## config.mk

```make
export PLATFORM = sky130hd
export DESIGN_NAME = civil_date_to_unix_seconds
export DESIGN_NICKNAME = d
export VERILOG_FILES = /design/src/hw/rtl/cdus_pkg.sv /design/src/hw/rtl/cdus_days.sv /design/src/hw/rtl/cdus_secs.sv /design/src/hw/rtl/civil_date_to_unix_seconds.sv
export SDC_FILE = /design/constraint.sdc
export NUM_CORES = 1
export LEC_CHECK = 0
export BUFFER_PORTS_ARGS = -buffer_cell sky130_fd_sc_hd__buf_2
export CAP_MARGIN = 20
export CORE_UTILIZATION = 40
export CTS_BUF_LIST = sky130_fd_sc_hd__clkbuf_16
export DETAILED_ROUTE_END_ITERATION = 6
export PLACE_DENSITY = 0.65
export SETUP_SLACK_MARGIN = 0.4
export SYNTH_ARGS = -nofsm -noshare
export SYNTH_HDL_FRONTEND = slang
export SYNTH_SLANG_ARGS = --single-unit
```

## constraint.sdc

```tcl
create_clock -name i_clk -period 19.83 [get_ports i_clk]
set_clock_uncertainty 0.05 [all_clocks]
set_input_delay 0.9915 -clock i_clk [delete_from_list [all_inputs] [get_ports i_clk]]
set_output_delay 0.9915 -clock i_clk [all_outputs]
set_load 0.01 [all_outputs]
```

## src/hw/rtl/cdus_pkg.sv

```systemverilog
// Shared types, widths and calendar constants for the civil date to Unix seconds block.
// Depends on nothing; every other file in this block imports it.
package cdus_pkg;

    localparam int YEAR_W   = 14;
    localparam int MONTH_W  = 4;
    localparam int DAY_W    = 5;
    localparam int HOUR_W   = 5;
    localparam int MINUTE_W = 6;
    localparam int SECOND_W = 6;
    localparam int ZONE_W   = 7;
    localparam int EPOCH_W  = 39;

    localparam int DAYS_W   = 25;
    localparam int ADJ_W    = 21;

    localparam logic [YEAR_W-1:0] YEAR_MIN = YEAR_W'(1970);
    localparam logic [YEAR_W-1:0] YEAR_MAX = YEAR_W'(9999);

    localparam logic [12:0] RECIP_100   = 13'd5243;
    localparam int          RECIP_SHIFT = 19;

    localparam logic [17:0] DAYS_PER_ERA  = 18'd146097;
    localparam logic [19:0] EPOCH_DAYS    = 20'd719468;
    localparam logic [16:0] SECS_PER_DAY  = 17'd86400;
    localparam logic [8:0]  DAYS_PER_YEAR = 9'd365;

    typedef struct packed {
        logic valid;
        logic ok;
    } t_ctl;

    // Days from 1 March to the first of the given month, in the March-based year.
    function automatic logic [8:0] days_before(input logic [MONTH_W-1:0] month);
        logic [8:0] r;
        case (month)
            4'd3:    r = 9'd0;
            4'd4:    r = 9'd31;
            4'd5:    r = 9'd61;
            4'd6:    r = 9'd92;
            4'd7:    r = 9'd122;
            4'd8:    r = 9'd153;
            4'd9:    r = 9'd184;
            4'd10:   r = 9'd214;
            4'd11:   r = 9'd245;
            4'd12:   r = 9'd275;
            4'd1:    r = 9'd306;
            4'd2:    r = 9'd337;
            default: r = 9'd0;
        endcase
        return r;
    endfunction

    function automatic logic [DAY_W-1:0] month_len(input logic [MONTH_W-1:0] month);
        logic [DAY_W-1:0] r;
        case (month)
            4'd2:                        r = 5'd28;
            4'd4, 4'd6, 4'd9, 4'd11:     r = 5'd30;
            default:                     r = 5'd31;
        endcase
        return r;
    endfunction

endpackage

```

## src/hw/rtl/cdus_days.sv

```systemverilog
// Three register stages: field checks, leap year test and day count since the epoch.
// Also forms the time-of-day and zone adjustment. Depends on cdus_pkg.
module cdus_days import cdus_pkg::*; (
    input  logic                i_clk,
    input  logic                i_rst_n,
    input  logic                i_valid,
    input  logic [YEAR_W-1:0]   i_year,
    input  logic [MONTH_W-1:0]  i_month,
    input  logic [DAY_W-1:0]    i_day,
    input  logic [HOUR_W-1:0]   i_hour,
    input  logic [MINUTE_W-1:0] i_minute,
    input  logic [SECOND_W-1:0] i_second,
    input  logic                i_zone_negative,
    input  logic [ZONE_W-1:0]   i_zone_hours,
    input  logic [ZONE_W-1:0]   i_zone_minutes,
    output t_ctl                o_ctl,
    output logic signed [DAYS_W-1:0] o_days,
    output logic signed [ADJ_W-1:0]  o_adj
);

    // Stage 1
    t_ctl                r1_ctl;
    logic [YEAR_W-1:0]   r1_year;
    logic [YEAR_W-1:0]   r1_y;
    logic [MONTH_W-1:0]  r1_month;
    logic [DAY_W-1:0]    r1_day;
    logic [26:0]         r1_prod_year;
    logic [26:0]         r1_prod_y;
    logic [8:0]          r1_doy;
    logic [16:0]         r1_tod;
    logic [18:0]         r1_zone;
    logic                r1_zneg;

    t_ctl                n1_ctl;
    logic [YEAR_W-1:0]   n1_y;
    logic [8:0]          n1_doy;
    logic [16:0]         n1_tod;
    logic [18:0]         n1_zone;

    always_comb begin
        n1_ctl.valid = i_valid;
        n1_ctl.ok    = (i_year >= YEAR_MIN) && (i_year <= YEAR_MAX)
                    && (i_month >= 4'd1) && (i_month <= 4'd12)
                    && (i_day != '0)
                    && (i_zone_hours <= 7'd23) && (i_zone_minutes <= 7'd59);
        n1_y    = (i_month <= 4'd2) ? i_year - YEAR_W'(1) : i_year;
        n1_doy  = days_before(i_month) + 9'(i_day) - 9'd1;
        n1_tod  = 17'(i_hour) * 17'd3600 + 17'(i_minute) * 17'd60 + 17'(i_second);
        n1_zone = 19'(i_zone_hours) * 19'd3600 + 19'(i_zone_minutes) * 19'd60;
    end

    always_ff @(posedge i_clk) begin
        if (!i_rst_n) begin
            r1_ctl <= '0;
        end else begin
            r1_ctl <= n1_ctl;
        end
        r1_year      <= i_year;
        r1_y         <= n1_y;
        r1_month     <= i_month;
        r1_day       <= i_day;
        r1_prod_year <= 27'(i_year) * 27'(RECIP_100);
        r1_prod_y    <= 27'(n1_y) * 27'(RECIP_100);
        r1_doy       <= n1_doy;
        r1_tod       <= n1_tod;
        r1_zone      <= n1_zone;
        r1_zneg      <= i_zone_negative;
    end

    // Stage 2
    t_ctl               r2_ctl;
    logic [5:0]         r2_era;
    logic [8:0]         r2_yoe;
    logic [1:0]         r2_yoe_c;
    logic [8:0]         r2_doy;
    logic signed [ADJ_W-1:0] r2_adj;

    t_ctl               n2_ctl;
    logic [7:0]         n2_q100_year;
    logic [7:0]         n2_q100_y;
    logic [6:0]         n2_rem_year;
    logic               n2_leap;
    logic [DAY_W:0]     n2_lim;
    logic [5:0]         n2_era;
    logic [8:0]         n2_yoe;
    logic [1:0]         n2_yoe_c;
    logic signed [ADJ_W-1:0] n2_adj;

    always_comb begin
        n2_q100_year = r1_prod_year[RECIP_SHIFT +: 8];
        n2_q100_y    = r1_prod_y[RECIP_SHIFT +: 8];
        n2_rem_year  = 7'(r1_year - YEAR_W'(n2_q100_year) * YEAR_W'(100));
        n2_leap      = (r1_year[1:0] == 2'd0)
                    && ((n2_rem_year != '0) || (n2_q100_year[1:0] == 2'd0));
        n2_lim       = {1'b0, month_len(r1_month)}
                     + (((r1_month == 4'd2) && n2_leap) ? 6'd1 : 6'd0);
        n2_ctl.valid = r1_ctl.valid;
        n2_ctl.ok    = r1_ctl.ok && ({1'b0, r1_day} <= n2_lim);
        n2_era       = n2_q100_y[7:2];
        n2_yoe       = 9'(r1_y - YEAR_W'(n2_era) * YEAR_W'(400));
        n2_yoe_c     = n2_q100_y[1:0];
        if (r1_zneg) begin
            n2_adj = $signed(ADJ_W'(r1_tod)) + $signed(ADJ_W'(r1_zone));
        end else begin
            n2_adj = $signed(ADJ_W'(r1_tod)) - $signed(ADJ_W'(r1_zone));
        end
    end

    always_ff @(posedge i_clk) begin
        if (!i_rst_n) begin
            r2_ctl <= '0;
        end else begin
            r2_ctl <= n2_ctl;
        end
        r2_era   <= n2_era;
        r2_yoe   <= n2_yoe;
        r2_yoe_c <= n2_yoe_c;
        r2_doy   <= r1_doy;
        r2_adj   <= n2_adj;
    end

    // Stage 3
    t_ctl               r3_ctl;
    logic signed [DAYS_W-1:0] r3_days;
    logic signed [ADJ_W-1:0]  r3_adj;

    logic [18:0]        n3_doe;
    logic [DAYS_W-1:0]  n3_days;

    always_comb begin
        n3_doe  = 19'(r2_yoe) * 19'(DAYS_PER_YEAR) + 19'(r2_yoe[8:2])
                - 19'(r2_yoe_c) + 19'(r2_doy);
        n3_days = DAYS_W'(r2_era) * DAYS_W'(DAYS_PER_ERA) + DAYS_W'(n3_doe)
                - DAYS_W'(EPOCH_DAYS);
    end

    always_ff @(posedge i_clk) begin
        if (!i_rst_n) begin
            r3_ctl <= '0;
        end else begin
            r3_ctl <= r2_ctl;
        end
        r3_days <= $signed(n3_days);
        r3_adj  <= r2_adj;
    end

    assign o_ctl  = r3_ctl;
    assign o_days = r3_days;
    assign o_adj  = r3_adj;

endmodule

```

## src/hw/rtl/cdus_secs.sv

```systemverilog
// Final stage: scales days to seconds, adds the time of day and zone correction.
// Zeroes the result of an invalid item. Depends on cdus_pkg.
module cdus_secs import cdus_pkg::*; (
    input  logic                     i_clk,
    input  logic                     i_rst_n,
    input  t_ctl                     i_ctl,
    input  logic signed [DAYS_W-1:0] i_days,
    input  logic signed [ADJ_W-1:0]  i_adj,
    output logic                     o_strobe,
    output logic [EPOCH_W-1:0]       o_epoch_seconds,
    output logic                     o_valid_res
);

    localparam int PROD_W = DAYS_W + 18;

    logic               r_strobe;
    logic               r_valid_res;
    logic [EPOCH_W-1:0] r_epoch;

    logic signed [PROD_W-1:0] n_prod;
    logic signed [PROD_W-1:0] n_secs;

    always_comb begin
        n_prod = PROD_W'(i_days) * PROD_W'($signed({1'b0, SECS_PER_DAY}));
        n_secs = n_prod + PROD_W'(i_adj);
    end

    always_ff @(posedge i_clk) begin
        if (!i_rst_n) begin
            r_strobe <= 1'b0;
        end else begin
            r_strobe <= i_ctl.valid;
        end
        r_valid_res <= i_ctl.ok;
        r_epoch     <= i_ctl.ok ? n_secs[EPOCH_W-1:0] : '0;
    end

    assign o_strobe        = r_strobe;
    assign o_epoch_seconds = r_epoch;
    assign o_valid_res     = r_valid_res;

endmodule

```

## src/hw/rtl/civil_date_to_unix_seconds.sv

```systemverilog
// Top level: checks a parsed civil date and UTC offset and returns Unix seconds for the date, time and offset.
// Depends on cdus_pkg, cdus_days and cdus_secs.
//
//  channel   handshake          payload
//  command   start, busy        i_year .. i_zone_minutes
//  result    o_strobe           o_epoch_seconds, o_valid_res
//
// One item may enter in every cycle; busy is never raised.
// Each result passes through the four pipeline registers (checks, leap and era split,
// day count, scaling to seconds).
// Synchronous reset empties the pipeline; beats in flight are dropped.
// The receiver cannot stall, so nothing is ever held back.
module civil_date_to_unix_seconds import cdus_pkg::*; (
    input  logic                i_clk,
    input  logic                i_rst_n,
    input  logic                start,
    output logic                busy,
    input  logic [YEAR_W-1:0]   i_year,
    input  logic [MONTH_W-1:0]  i_month,
    input  logic [DAY_W-1:0]    i_day,
    input  logic [HOUR_W-1:0]   i_hour,
    input  logic [MINUTE_W-1:0] i_minute,
    input  logic [SECOND_W-1:0] i_second,
    input  logic                i_zone_negative,
    input  logic [ZONE_W-1:0]   i_zone_hours,
    input  logic [ZONE_W-1:0]   i_zone_minutes,
    output logic                o_strobe,
    output logic [EPOCH_W-1:0]  o_epoch_seconds,
    output logic                o_valid_res
);

    t_ctl                     w_ctl;
    logic signed [DAYS_W-1:0] w_days;
    logic signed [ADJ_W-1:0]  w_adj;

    assign busy = 1'b0;

    cdus_days u_days (
        .i_clk           (i_clk),
        .i_rst_n         (i_rst_n),
        .i_valid         (start && !busy),
        .i_year          (i_year),
        .i_month         (i_month),
        .i_day           (i_day),
        .i_hour          (i_hour),
        .i_minute        (i_minute),
        .i_second        (i_second),
        .i_zone_negative (i_zone_negative),
        .i_zone_hours    (i_zone_hours),
        .i_zone_minutes  (i_zone_minutes),
        .o_ctl           (w_ctl),
        .o_days          (w_days),
        .o_adj           (w_adj)
    );

    cdus_secs u_secs (
        .i_clk           (i_clk),
        .i_rst_n         (i_rst_n),
        .i_ctl           (w_ctl),
        .i_days          (w_days),
        .i_adj           (w_adj),
        .o_strobe        (o_strobe),
        .o_epoch_seconds (o_epoch_seconds),
        .o_valid_res     (o_valid_res)
    );

endmodule

```

* Yosys cells after proc, flatten, opt, wreduce, memory -nomap -nowiden
Memories as Yosys holds them, arrays and structs flattened. Index checks and enable logic that the tools add are counted.
Storage, ports and cells: register bits after elaboration 265, bits in latches 0, bits in writable memories 0, ROM bits 144, bits of input ports 58, memories kept 1
Cells by class: $add $sub $neg 17, multiply operators 11, divide/modulo/power cells 0, $lt $le $gt $ge 8, equality and inequality tests 5, shift operators 0, mux-type cells 4, bitwise logic cells 0, reduce and logical (&&, ||, !) cells 15
Memory list:
- (no name shown) | words 16, bits a word 9, rd ports 1, clocked after memory_dff 0, write ports 0, RTL line cdus_pkg.sv:36 | case (month)
Operator list (count):
- $mul 14x13->27 const B | 2
- $add 39x21->39 | 1
- $mul 25x11->32 const B | 1
- $add 24x19->25 | 1
- $sub 25x20->25 const B | 1
- $mul 6x18->24 const B | 1
- $mux 21 | 1
- $add 17x19->20 | 1
- $sub 17x19->20 | 1
- $add 18x7->19 | 1
- $add 19x13->19 | 1
- $add 19x9->19 | 1
- $sub 19x2->19 | 1
- $mul 9x9->18 const B | 1
- $add 17x12->17 | 1
- $add 17x6->17 | 1
- $mul 7x8->15 const B | 1
- $ge 14x11->1 const B | 1
- $le 14x14->1 const B | 1
- $mux 14 | 1
- $sub 14x1->14 const B | 1
- $mul 5x8->13 const B | 1
- $mul 7x4->11 const B | 1
- $mul 6x4->10 const B | 1
- other kinds (24) | 35

* Depth between registers and ports, before layout
word-level depth 10, mapped depth 35, gate-level depth less buffers 34

* By module
From an unflattened synthesis, not the netlist that was laid out.
Unflattened totals: cell total of the unflattened synthesis 3096, area total of the unflattened synthesis 29213.0 sq um
Modules (own cells, without submodules):
- cdus_days | times used 1, cells each 2267, area each 22056.2 sq um, sequential area each 3623.5 sq um
- cdus_secs | times used 1, cells each 827, area each 7145.6 sq um, sequential area each 820.8 sq um
- civil_date_to_unix_seconds | times used 1, cells each 2, area each 11.3 sq um, sequential area each 0.0 sq um

* Worst setup path before layout
No wires, ideal clock.
path kind register to register, from reg u_days.r2_yoe[2], to reg u_days.r3_days[23], in the netlist u_days.o_days[23], setup time 72 ps, arrival 7339 ps, setup slack 12369 ps, stages on the path, launching flop included 33, path buffers 1, period minus slack after synthesis 7461 ps, cells stage by stage dfxtp_1 -> inv_1 -> ha_1 -> inv_1 -> ha_1 -> fa_1 -> fa_1 -> inv_1 -> fa_1 -> inv_1 -> ha_1 -> o21ai_0 -> a21boi_0 -> o21a_1 -> a21bo_2 -> a21oi_1 -> xnor2_1 -> ha_1 -> inv_1 -> fa_1 -> fa_1 -> inv_1 -> ha_1 -> clkbuf_1 -> a21o_1 -> a21oi_1 -> nor3b_1 -> o31ai_1 -> a211oi_1 -> a21oi_1 -> a211o_1 -> a21oi_1 -> xnor2_1
Between the ends: longest elaborated chain between the ends 6
Ends and longest elaborated chain:
- start, declared | RTL line cdus_days.sv:73 | logic [8:0] r2_yoe;
- start signal, assigned | RTL line cdus_days.sv:116 | r2_yoe <= n2_yoe;
- $mul 9x9->18 | RTL line cdus_days.sv:131 | n3_doe = 19'(r2_yoe) * 19'(DAYS_PER_YEAR) + 19'(r2_yoe[8:2])
- $add 18x7->19 * | RTL line cdus_days.sv:131
- $sub 19x2->19 * | RTL line cdus_days.sv:132 | - 19'(r2_yoe_c) + 19'(r2_doy);
- $add 19x9->19 * | RTL line cdus_days.sv:132
- $add 24x19->25 * | RTL line cdus_days.sv:133 | n3_days = DAYS_W'(r2_era) * DAYS_W'(DAYS_PER_ERA) + DAYS_W'(n3_doe)
- $sub 25x20->25 * | RTL line cdus_days.sv:134 | - DAYS_W'(EPOCH_DAYS);
- named net u_days.n3_days[23] | RTL line cdus_days.sv:128 | logic [DAYS_W-1:0] n3_days;
- end signal, assigned | RTL line cdus_days.sv:143 | r3_days <= $signed(n3_days);
- end, declared | RTL line cdus_days.sv:124 | logic signed [DAYS_W-1:0] r3_days;
The timed path passes the listed nets; every way through them passes the cells marked *. A chain may end at the register's enable or synchronous reset.

* Worst setup path in the final report
Same ends and word-level chain as after synthesis.

==> impl_results.md <==
- Outcome: finished, final reports clean
- Hold-critical path depth: 0
- First-pass GRT wire length: 92200 µm
- Drt pass-1 iters: 5
- Overflow after GRT: 0
- Reg-to-Reg End: u_days.o_days[23]
- Avg Cell Area, Syn: roughly 9.5 µm²
- Critical Path Start: u_days.r2_yoe[2]
- R2R Path Start: u_days.r2_yoe[2]
- Via count: around 19000
- Final worst-path cycle share: 40.2%
- Cts bufs inserted: 27
- Simple-gate area share of the yosys netlist: 7.04%
- Reg2reg setup slack: 11.85 ns
- Crit path kind: flop to flop
- Post-Layout Cell Count: 4062
- Footprint of the multi-input gates: roughly 21000 µm²
- Met3 WL: 1440 µm
- Most common cell on crit path: inv_1
- Max cap viols: 0
- Post-synth top area share: 29.1%
- H-tree levels: 1
- CP max FO: 7
- Most frequent cell after synthesis: inv_1
- FP Rows: 97
- Max-slew headroom: 31.1%
- N_diodes: 0
- Mux contribution to synthesized area: 0.408%
- Clock sink total: 222
- Area growth from synthesis to layout: 9.05%
- CTS max path bufs: 3
- Main combinational cell family by area after synthesis: adder cells
- Crit-path slowest cell: fa_1
- Clk pin slew, worst setup/hold paths: 0.06 ns
- Syn Inst Count: 2989
- Seq. cell area: 4440 µm²
- Post-Syn Area: 28500 µm²
- Synth top cells by count: 728 x inv_1, 663 x ha_1, 306 x fa_1
- Number of global-route vias before repair: 19500
- Worst EP required: 20.26 ns
- Total Negative Setup Slacks: 0 ns
- Netlist cell types: 77
- DRT antenna net count: 0
- Post-Syn Nets: 4016
- Dpl cells: 4014
- Fin. Hold Viols: 0
- GP Congestion: 0.869
- Ports: 100
- CP endpoint kind: flop
- Worst-margin pin slew: roughly 1 ns
- Post-CTS setup buffers: 0
- Synth async-reset ratio: 0%
- WL met1: 26400 µm
- Max Slew Vio Count: 0
- Root buffer cell: clkbuf_16
- Die Y: 269 µm
- DRT iter0 DRCs: 569
- Filler cells: approximately 6800
- #FFs+latches synth: 222
- TritonCTS clock tree: built
- Worst hold start: u_days.r2_adj[11]
- RSZ-0062 raised after global routing: false
- Total Routing Usage GR: between 10% and 20%
- Final setup vio count: 0
- Hold EP: u_days.o_adj[11]
- Initial Utilization: 40.5%
- Post-Synth Adder-Cell Area: 50.6%
- Startpoint Class: flop
- Die Area: 72300 µm²
- Core Region: 70300 µm²
- Syn. warnings: 0
- Routed WL per cell: 13.2 µm
- Post-synth EDFFs: 0
- Nets@finish: 4130
- Clock latency on the worst-skew pair: between 0.5 and 0.6 ns
- Share of cells above drive strength 1: roughly 5.6%
- Largest stage delay on the critical path: about 0.54 ns
- Minimum clock period: 7.98 ns
- Via-to-Cell Ratio: 4.69
- Initial antenna violation count: 3
- Post-Synth XOR/XNOR Area: 6.24%
- Class of the worst hold path: flop to flop
- Final wirelength: 53600 µm
- FMAX: 125 MHz
- Top post-synthesis cells by area: ha_1 29%, fa_1 22%, dfxtp_1 16%
- Resize count post-CTS: 0
- DRC violations left: 0
- Met2 routed WL: 24800 µm
- Top_reg_cell synth: dfxtp_1
- Synth Area in Compound Gates: between 10% and 20%
- Register area share after synthesis: 15.6%
- Worst reg2reg path depth: 31
- Uppermost routed layer: met5
- Arr. time, crit path: between 8 and 9 ns
- Dominant cell type by area after synthesis: ha_1
- PortBufs: between 90 and 100
- Post-DP HPWL: about 47000 µm
- Die Wd: 269 µm
- CTS Hold Buffers Added: 0
- Maximum number of pins on one net before global-route repair: 50
per-stage QoR:
stage | hold WS (ns) | instance area [µm²] | setup slack (ns) | utilization (%)
floorplan | 0.260 | 28500 | 12.37 | -
global placement | 0.261 | 30100 | 11.98 | 42.9
finish | 0.274 | 31100 | 11.85 | 44.2
detailed placement | 0.262 | 30100 | 11.86 | 42.9
CTS | 0.274 | 31100 | 11.81 | 44.2
global route | 0.279 | 31100 | 11.38 | 44.2
metal layers:
metal / track usage (%) / vias up
met1: 20.7 / 8935
met3: 1.88 / 61
met2: 26.4 / 190
met4: 3.04 / 2
li1: - / 9881
met5: 0 / -
logic make-up (layout without fill, tap and decap cells):
kind of cell,after synthesis,in the layout
compound gates,448,448
xor+xnor,203,203
fa+ha+maj,969,969
buf+inv,747,880
flops,222,222
mux,9,9
other cells,1,1
simple gates,390,390
worst max-delay path: cells and delay by family, from the launching register on:
kind	cells	cell delay [ns]
AO/OA/AOI/OAI	12	2.35
XOR/XNOR	2	0.27
buffers and inverters	6	0.45
flip-flops	1	0.52
adder cells (fa/ha/maj)	10	4.04
AND/OR/NAND/NOR	1	0.22
state kept, by name, summed over array words and instances, names as in the netlist, 5 cells and up:
signal                  flops
u_days.o_adj               21
u_days.o_days              25
u_days.r1_day               5
u_days.r1_doy               9
u_days.r1_prod_y            8
u_days.r1_prod_year         5
u_days.r1_tod              17
u_days.r1_y                 9
u_days.r1_year              7
u_days.r1_zone             17
u_days.r2_adj              21
u_days.r2_doy               9
u_days.r2_era               6
u_days.r2_yoe               9
u_secs.o_epoch_seconds     39
how the worst max path moves through the flow:
stage / end / slack (ns)
after floorplan: u_days.o_days[23] / 12.37
after CTS: u_days.o_days[23] / 11.81
final: u_days.o_days[23] / 11.85
after global routing: u_days.o_days[23] / 11.38
after detailed placement: u_days.o_days[23] / 11.86
after global placement: u_days.o_days[23] / 11.98
final cells by class:
| type | instances | area share, % |
|---|---|---|
| clock inverter | 21 | 0.890 |
| multi-input combinational | 2020 | 68.3 |
| tap | 940 | 3.79 |
| clock buffer | 27 | 2.17 |
| sequential | 222 | 14.3 |
| inverter | 728 | 8.80 |
| timing repair buffer | 104 | 1.72 |
layout by cell type, fill, tap and decap left out, types with 25 or more instances in the layout:
cell,netlist,layout
inv_1,728,728
ha_1,663,663
fa_1,306,306
dfxtp_1,222,222
xnor2_1,162,162
a21oi_1,154,154
buf_2,0,98
nor2_1,88,88
nand2_1,81,81
o21ai_0,71,71
a21o_1,60,60
and2_1,42,42
xor2_1,41,41
nor3_1,31,31
o21bai_1,28,28
clkbuf_16,0,27
nand3_1,25,25
Power is not shown: default switching activity piles up to over one toggle a cycle in this logic, so the estimate is an artifact.
